`src/sv/msbr_pkg.sv`:
```
// Shared types, widths and codes for the MSB-first bit reader.
// No dependencies; every other file refers to it by scoped names.
package msbr_pkg;

  localparam int MAX_BYTES_DEF = 1024;
  localparam int VALUE_W       = 64;
  localparam int COUNT_W       = 7;
  localparam int OP_W          = 2;
  localparam int STATUS_W      = 2;
  localparam int BYTE_W        = 8;
  localparam int READ_MAX      = 64;

  localparam logic [OP_W-1:0] OP_CLEAR  = 2'd0;
  localparam logic [OP_W-1:0] OP_APPEND = 2'd1;
  localparam logic [OP_W-1:0] OP_READ   = 2'd2;

  localparam logic [STATUS_W-1:0] ST_OK        = 2'd0;
  localparam logic [STATUS_W-1:0] ST_PAST_END  = 2'd1;
  localparam logic [STATUS_W-1:0] ST_FULL      = 2'd2;
  localparam logic [STATUS_W-1:0] ST_BAD_COUNT = 2'd3;

  typedef struct packed {
    logic               shift;
    logic [2:0]         tail;
    logic [COUNT_W-1:0] count;
  } gather_ctl_t;

endpackage

```
`src/sv/msbr_gather.sv`:
```
// Byte-serial gather register: shifts in one fetched byte per cycle while shift is set, then
// drops the trailing bits and masks to the requested count. Depends on msbr_pkg.
module msbr_gather (
  input  logic                          clk,
  input  msbr_pkg::gather_ctl_t         ctl,
  input  logic [msbr_pkg::BYTE_W-1:0]   byte_data,
  output logic [msbr_pkg::VALUE_W-1:0]  value
);

  localparam int ACC_W = msbr_pkg::VALUE_W + msbr_pkg::BYTE_W;

  logic [ACC_W-1:0]             acc;
  logic [ACC_W-1:0]             shifted;
  logic [msbr_pkg::VALUE_W-1:0] mask;

  always_ff @(posedge clk) begin
    if (ctl.shift) begin
      acc <= {acc[ACC_W-msbr_pkg::BYTE_W-1:0], byte_data};
    end
  end

  always_comb begin
    shifted = acc >> ctl.tail;
    for (int i = 0; i < msbr_pkg::VALUE_W; i++) begin
      mask[i] = (i < int'(ctl.count));
    end
    value = shifted[msbr_pkg::VALUE_W-1:0] & mask;
  end

endmodule

```
`config.mk`:
```
export PLATFORM = sky130hd
export DESIGN_NAME = msbr_gather
export DESIGN_NICKNAME = d
export VERILOG_FILES = /design/src/sv/msbr_pkg.sv /design/src/sv/msbr_gather.sv
export SDC_FILE = /design/constraint.sdc
export NUM_CORES = 1
export LEC_CHECK = 0
export BUFFER_PORTS_ARGS = -buffer_cell sky130_fd_sc_hd__buf_2
export CAP_MARGIN = 20
export CELL_PAD_IN_SITES_DETAIL_PLACEMENT = 2
export CELL_PAD_IN_SITES_GLOBAL_PLACEMENT = 2
export CORE_MARGIN = 2
export CORE_UTILIZATION = 42
export CTS_CLUSTER_SIZE = 25
export DETAILED_ROUTE_END_ITERATION = 12
export GPL_TIMING_DRIVEN = 1
export PLACE_DENSITY = 0.85
export SLEW_MARGIN = 0
export SYNTH_ARGS = -nofsm -noshare
export SYNTH_HDL_FRONTEND = slang
export SYNTH_SLANG_ARGS = --single-unit
```
`constraint.sdc`:
```
create_clock -name clk -period 2.7 [get_ports clk]
set_input_delay 0.135 -clock clk [delete_from_list [all_inputs] [get_ports clk]]
set_output_delay 0.135 -clock clk [all_outputs]
set_load 0.005 [all_outputs]
```
==> metrics.yaml, run 1 <==
status: "complete, no violations"
seq_area_frac_synth_pct: 38.52
synthFlopType: "edfxtp_1"
p_int_mw: 2.318
synth_top_area_share_pct: 38.52
vdd_drop_max_v: 0.0005710
utilization_pct: 49.81
p_comb_share_pct: 26.2
slew_violations: 0
holdPathStages: 0
cp_max_fo: 30
setup_viol: 0
antenna_cells: 0
rsz0062_at_grt: "no"
dpl.cell_count: 668
via_per_inst: 6.788
synth_compound_gate_area_share_pct: 10.40
switching_power_mw: 0.9712
cts_buffers: 9
p_sw_share_pct: 29.53
synth_top_area_cell: "edfxtp_1"
clock_sinks: 71
rr_worst_depth: 0
synth_xor_xnor_area_share_pct: 0
seq_power_share_pct: 43.1
hp-class: "flip-flop to flip-flop"
reg_top3: "acc (71)"
clk_pin_slew_worst_paths_ps: 50
synthArstFlopShare_pct: 0
cts-htree-levels: 3
grt_overflow: 0
vias: 4684
grt.busiest_layer: "met1"
crit_buf_inv: 3
synth_seq_cells: 71
cts.path.max_buffers: 2
critPathArrivalTime_ps: 1900
tns_ps: 0
ios: 84
synthCells: 451
start_kind: "input pin"
crit_type: "input pin to primary output"
antenna_found_initial: 0
start_util_pct: 43.51
powerDensity_nw_per_um2: 519.0
hpwlAfterDp_mm: 14.72
core_um2: 12720
core.rowCount: 41
wl_per_cell_um: 29.24
post_cts_buffers: 0
rr_startpoint: "acc[22]$_DFFE_PP_"
end_kind: "primary output"
routed_wl_mm: 20.17
clkPwrFrac_pct: 30.7
worstMarginPinSlew_ps: 871.9
synthTopCellsByArea: "edfxtp_1, mux4_2, mux2_2"
synth_top_family_by_area: "multiplexers"
max_freq_ghz: 0.4911
period_share_pct: 75.42
yosys.cell_types.count: 39
drive_gt1_share_pct: 39.38
drc: 0
largest_reg_flops: 71
drtAntennaViolNets: 0
synth_simple_gate_area_share_pct: 8.250
die_h_um: 118.8
stdcell_count: 690
finalHoldViolations: 0
syn2layout_area_growth_pct: 14.49
regMostFlops: "acc"
dr.pass1.iters: 5
synthMuxAreaShare_pct: 38.11
syn-cell-area_um2: 5535
drt-initial-drc-count: 608
max_stage_delay_ps: 580
grt_max_degree: 72
required_ps: 2570
cts_tree: "done"
hp-start: "acc[0]$_DFFE_PP_"
path_delay_family: "buffers and inverters"
reg2reg_to: "acc[30]$_DFFE_PP_"
nNetsFinal: 535
drv_cap: 0
grt_pass1_wl_mm: 30.92
leakagePower_nw: 2.374
worstSkewPairLatency_ps: 330
cts-root-buf: "clkbuf_16"
die_w_um: 118.8
synth.avg_cell_area_um2: 12.27
grtUsageMet2_pct: 43.61
yosys_warnings: 0
dieArea_um2: 14110
synth-adder-area-share_pct: 0
relSlewSlack_pct: 41.87
grt_pass1_vias: 4781
use_met1_pct: 43.96
syn-num-nets: 471
cp_cell_sequence: "buf_4 > buf_12 > mux4_2 > mux2i_1 > nor2_1 > buf_2"
port_buffers: 83
fin_skew_ps: 10.74
gp_congestion: 0.8680
worst-r2r-setup-slack_ps: 1850
synth_edf_count: 71
use_met3_pct: 4.102
finalCriticalPeriod_ps: 2036
cp_slowest_cell: "mux4_2"
holdPathEnd: "acc[8]$_DFFE_PP_"
grtUsageTotal_pct: 28.94
[what timing repair did]
| item | CTS | global route |
|---|---|---|
| gates resized for setup | 0 | 0 |
| hold endpoints to repair | 7 | 1 |
| endpoints found under the setup margin | 0 | 0 |
| hold buffers | 7 | 1 |
[Yosys cell counts, types with 3 or more instances]
master / count
o22ai_1: 42
nor2_1: 50
nor3_1: 17
mux2_2: 44
mux2i_1: 42
or2_2: 3
clkbuf_1: 11
nand2_1: 7
a31oi_1: 4
edfxtp_1: 71
buf_6: 3
a211oi_1: 6
buf_2: 29
and3_1: 3
a21oi_1: 21
mux4_2: 53
o21ai_0: 14
[kinds of logic after synthesis]
kind of cell    after synthesis
compound gates               96
buf+inv                      49
flops                        71
mux                         139
simple gates                 96
[final cells by class]
type                       instances  area [um^2]
sequential                        71         2132
timing repair buffer             100        593.1
multi-input combinational        331         3142
inverter                           2        7.507
fill                            1299         6385
clock buffer                      13        240.2
tap                              172        215.2
clock inverter                     1        7.507
[placed cells by master (no fill, tap or decap), drive strengths merged, types with 2 or more instances in the layout]
cell,instances
a211oi,6
a21o,2
a21oi,21
a31oi,4
and2,2
and3,3
buf,92
clkbuf,13
dlygate4sd3,8
edfxtp,71
inv,2
mux2,44
mux2i,42
mux4,53
nand2,7
nand2b,2
nand3,2
nor2,50
nor3,17
o21ai,16
o22ai,42
or2,4
or3,2
or4,2
or4b,2
[per-layer routing]
layer,routed length (um),share of wire (%),vias to the layer above
met4,435,2.2,0
li1,-,-,1954
met1,8929,44,2406
met3,1541,7.6,36
met5,0,0,-
met2,9268,46,288
[power groups by stage]
stage          sequential, mW  clock (mW)  combinational, mW
5_1_grt                  1.42        1.06              0.924
2_1_floorplan            1.36           0              0.547
3_3_place_gp             1.41           0              0.805
3_5_place_dp             1.43           0              0.843
4_1_cts                  1.41        1.03              0.856
6_report                 1.42        1.01              0.862
[worst max path at each step]
stage,startpoint,end,slack [ps],cells after the start
floorplan,ctl[7],value[53],1420,5
global placement,ctl[7],value[12],730,6
global route,ctl[7],value[12],530,6
finish,ctl[7],value[16],660,6
detailed placement,ctl[7],value[12],660,6
CTS,ctl[7],value[61],650,6
[metrics by stage]
| stage | total power [mW] | hold WS (ps) | instance area (um^2) | setup slack (ps) |
|---|---|---|---|---|
| CTS | 3.292 | 7.071 | 6327 | 654.5 |
| global placement | 2.217 | 312.5 | 6010 | 732.0 |
| finish | 3.289 | 512.5 | 6337 | 663.8 |
| floorplan | 1.910 | 233.9 | 5535 | 1416 |
| detailed placement | 2.272 | 314.1 | 6010 | 660.4 |
| global route | 3.413 | 530.3 | 6337 | 530.5 |
No activity file was read; power rests on OpenSTA's default activity.
==> run 2, diff against run 1 <==
--- a/config.mk
+++ b/config.mk
@@ -5,16 +5,17 @@
 export SDC_FILE = /design/constraint.sdc
 export NUM_CORES = 1
 export LEC_CHECK = 0
+export ABC_AREA = 1
 export BUFFER_PORTS_ARGS = -buffer_cell sky130_fd_sc_hd__buf_2
 export CAP_MARGIN = 20
 export CELL_PAD_IN_SITES_DETAIL_PLACEMENT = 2
 export CELL_PAD_IN_SITES_GLOBAL_PLACEMENT = 2
 export CORE_MARGIN = 2
-export CORE_UTILIZATION = 42
+export CORE_UTILIZATION = 31
 export CTS_CLUSTER_SIZE = 25
 export DETAILED_ROUTE_END_ITERATION = 12
 export GPL_TIMING_DRIVEN = 1
-export PLACE_DENSITY = 0.85
+export PLACE_DENSITY = 0.79
 export SLEW_MARGIN = 0
 export SYNTH_ARGS = -nofsm -noshare
 export SYNTH_HDL_FRONTEND = slang
==> constraint.sdc (replaced) <==
create_clock -name clk -period 1.9 [get_ports clk]
set_input_delay 0.095 -clock clk [delete_from_list [all_inputs] [get_ports clk]]
set_output_delay 0.095 -clock clk [all_outputs]
set_load 0.005 [all_outputs]
==> metrics.yaml, run 2 <==
syn-cell-area_um2: 5290  # -4.4%
synth_top_area_share_pct: 40.30  # +1.8 points
holdWs_ps: 222.3  # -290.2 ps
core_um2: 16640  # +31%
layout_commonest_cell: "nand2_1"
synth_top_area_cell: "edfxtp_1"
max_freq_ghz: 0.5974
core.rowCount: 47  # +15%
required_ps: 1800  # -770 ps
start_util_pct: 31.79  # -12 points
grt_max_degree: 64  # -11%
antenna_found_initial: 1  # +1
setup_viol: 0  # unchanged
powerDensity_nw_per_um2: 756.5  # +46%
cp_cell_sequence: "buf_2 > inv_4 > buf_12 > nand2_1 > nand3_1 > nand3_1 > a21oi_1 > buf_2"
cts-htree-levels: 3  # unchanged
dieArea_um2: 18130  # +28%
cts-root-buf: "clkbuf_16"
relSlewSlack_pct: 51.69  # +9.8 points
worstSkewPairLatency_ps: 340  # about the same
wl_per_cell_um: 21.37  # -27%
layout_common_cells: "nand2_1, nand3_1, buf_2"
yosysMostFrequentCell: "nand2_1"
port_buffers: 83  # unchanged
fillerInstances: 2017  # +55%
drt-initial-drc-count: 253  # -58%
yosys_warnings: 0  # unchanged
finalHoldViolations: 0  # unchanged
regMostFlops: "acc"
synth_seq_cells: 71  # unchanged
period_share_pct: 88.10
drv_cap: 0  # unchanged
grt_pass1_vias: 6673  # +40%
end_kind: "primary output"
ios: 84  # unchanged
hp-start: "ctl[10]"
yosys-top-cells-count: "nand2_1, nand3_1, edfxtp_1"
status: "complete, no violations"
post_cts_buffers: 0  # unchanged
hp-class: "input pin to flip-flop"
reg_top3: "acc (71)"
cts_resized: 0  # unchanged
start_kind: "input pin"
synthArstFlopShare_pct: 0  # unchanged
grt_pass1_wl_mm: 36.29  # +17%
tns_ps: 0  # unchanged
via_per_inst: 5.489  # -19%
synth.avg_cell_area_um2: 6.696  # -45%
cts_tree: "done"
syn-num-nets: 810  # +72%
die_w_um: 134.6  # +13%
dr.pass1.iters: 5  # unchanged
die_h_um: 134.6  # +13%
rsz0062_at_grt: "no"
vdd_drop_max_v: 0.0005307  # -7.1%
multi_input_area_um2: 2810  # -11%
crit_buf_inv: 4  # +1
synthFlopType: "edfxtp_1"
gp_congestion: 0.8871  # +2.2%
clock_sinks: 71  # unchanged
reg2reg_to: "acc[22]$_DFFE_PP_"
seq_area_frac_synth_pct: 40.30  # +1.8 points
drtAntennaViolNets: 0  # unchanged
cts.path.max_buffers: 2  # unchanged
hpwlAfterDp_mm: 17.90  # +22%
vias: 5956  # +27%
rr_startpoint: "acc[14]$_DFFE_PP_"
cp_slowest_cell: "a21oi_1"
use_met1_pct: 27.57  # -16 points
critPathArrivalTime_ps: 1580  # -320 ps
drc: 0  # unchanged
yosys.cell_types.count: 23  # -41%
drive_gt1_share_pct: 14.47  # -25 points
grt.busiest_layer: "met2"
cts_buffers: 9  # unchanged
path_delay_family: "buffers and inverters"
fin_skew_ps: 9.586  # -1.154 ps
grt_overflow: 0  # unchanged
holdPathEnd: "acc[4]$_DFFE_PP_"
synth_edf_count: 71  # unchanged
synthTopCellsByArea: "edfxtp_1, nand2_1, nand3_1"
routed_wl_mm: 23.19  # +15%
hold_buffers: 8  # +1
grtUsageTotal_pct: 26.38  # -2.6 points
clk_pin_slew_worst_paths_ps: 60  # about the same
cp_max_fo: 25  # -17%
regArea_um2: 2132  # unchanged
use_met3_pct: 3.979  # -0.12 points
rr_worst_depth: 0  # unchanged
worstMarginPinSlew_ps: 721.9  # -149.9 ps
max_stage_delay_ps: 320  # -260 ps
crit_type: "input pin to primary output"
synthCells: 790  # +75%
worst-r2r-setup-slack_ps: 1140  # -710 ps
finalCriticalPeriod_ps: 1674
nNetsFinal: 879  # +64%
holdPathStages: 1  # +1
syn2layout_area_growth_pct: 19.13
leakagePower_nw: 2.960  # +25%
largest_reg_flops: 71  # unchanged
grtUsageMet2_pct: 50.42  # +6.8 points
slew_violations: 0  # unchanged
-- run 2: cell types whose count changed in the layout (fill, tap and decap cells not counted), moves of 6 or more --
| cell | previous run | this run |
|---|---|---|
| nor3_1 | 17 | 0 |
| nand3_1 | 2 | 192 |
| o22ai_1 | 42 | 0 |
| a211oi_1 | 6 | 0 |
| mux2_2 | 44 | 0 |
| mux2i_1 | 42 | 0 |
| a21oi_1 | 21 | 47 |
| o21ai_0 | 14 | 32 |
| inv_1 | 2 | 20 |
| mux4_2 | 53 | 0 |
| nand2_1 | 7 | 297 |
| nor2_1 | 50 | 65 |
-- run 2: how the worst max path moves through the flow --
stage                           start  cells after the start  slack [ps]         to
finish                         ctl[7]                      8         230  value[21]
global route                   ctl[2]                      6          80  value[50]
CTS                 acc[29]$_DFFE_PP_                      5         230  value[22]
detailed placement             ctl[2]                      6         230  value[42]
global placement               ctl[4]                      6         320  value[35]
floorplan                      ctl[8]                      7         890  value[49]
-- run 2: kinds of logic after synthesis --
| group | Yosys count | share of synthesized area, % |
|---|---|---|
| compound gates | 83 | 8.018 |
| simple gates | 563 | 45.10 |
| buf+inv | 73 | 6.575 |
| flops | 71 | 40.30 |
-- run 2: power breakdown --
group          leakage [nW]  switching (mW)  internal (mW)
Combinational          2.12           0.795          0.403
Clock                 0.142           0.630           1.01
Sequential            0.695          0.0884           1.84
Total                  2.96            1.51           3.25
-- run 2: per-stage QoR --
step	std cells	utilization, %	total power, mW	setup WS [ps]	area (um^2)
after floorplan	790	-	2.603	889.8	5290
after global placement	1060	35.63	3.098	318.4	5929
after detailed placement	1060	35.63	3.153	231.8	5929
after CTS	1084	37.85	4.828	227.2	6300
after global routing	1084	37.85	5.038	80.76	6300
final	1085	37.87	4.768	226.1	6302
-- run 2: routing by layer --
metal / routed length (um) / vias up
li1: - / 2805
met1: 8666 / 2932
met2: 12570 / 166
met3: 752 / 53
met4: 1193 / 0
met5: 0 / -
-- run 2: layout make-up --
type | count | area share (%)
antenna | 1 | 0.03971
clock buffer | 10 | 3.633
clock inverter | 6 | 0.9728
inverter | 25 | 1.529
multi-input combinational | 646 | 44.59
sequential | 71 | 33.83
tap | 220 | 4.368
timing repair buffer | 106 | 11.04
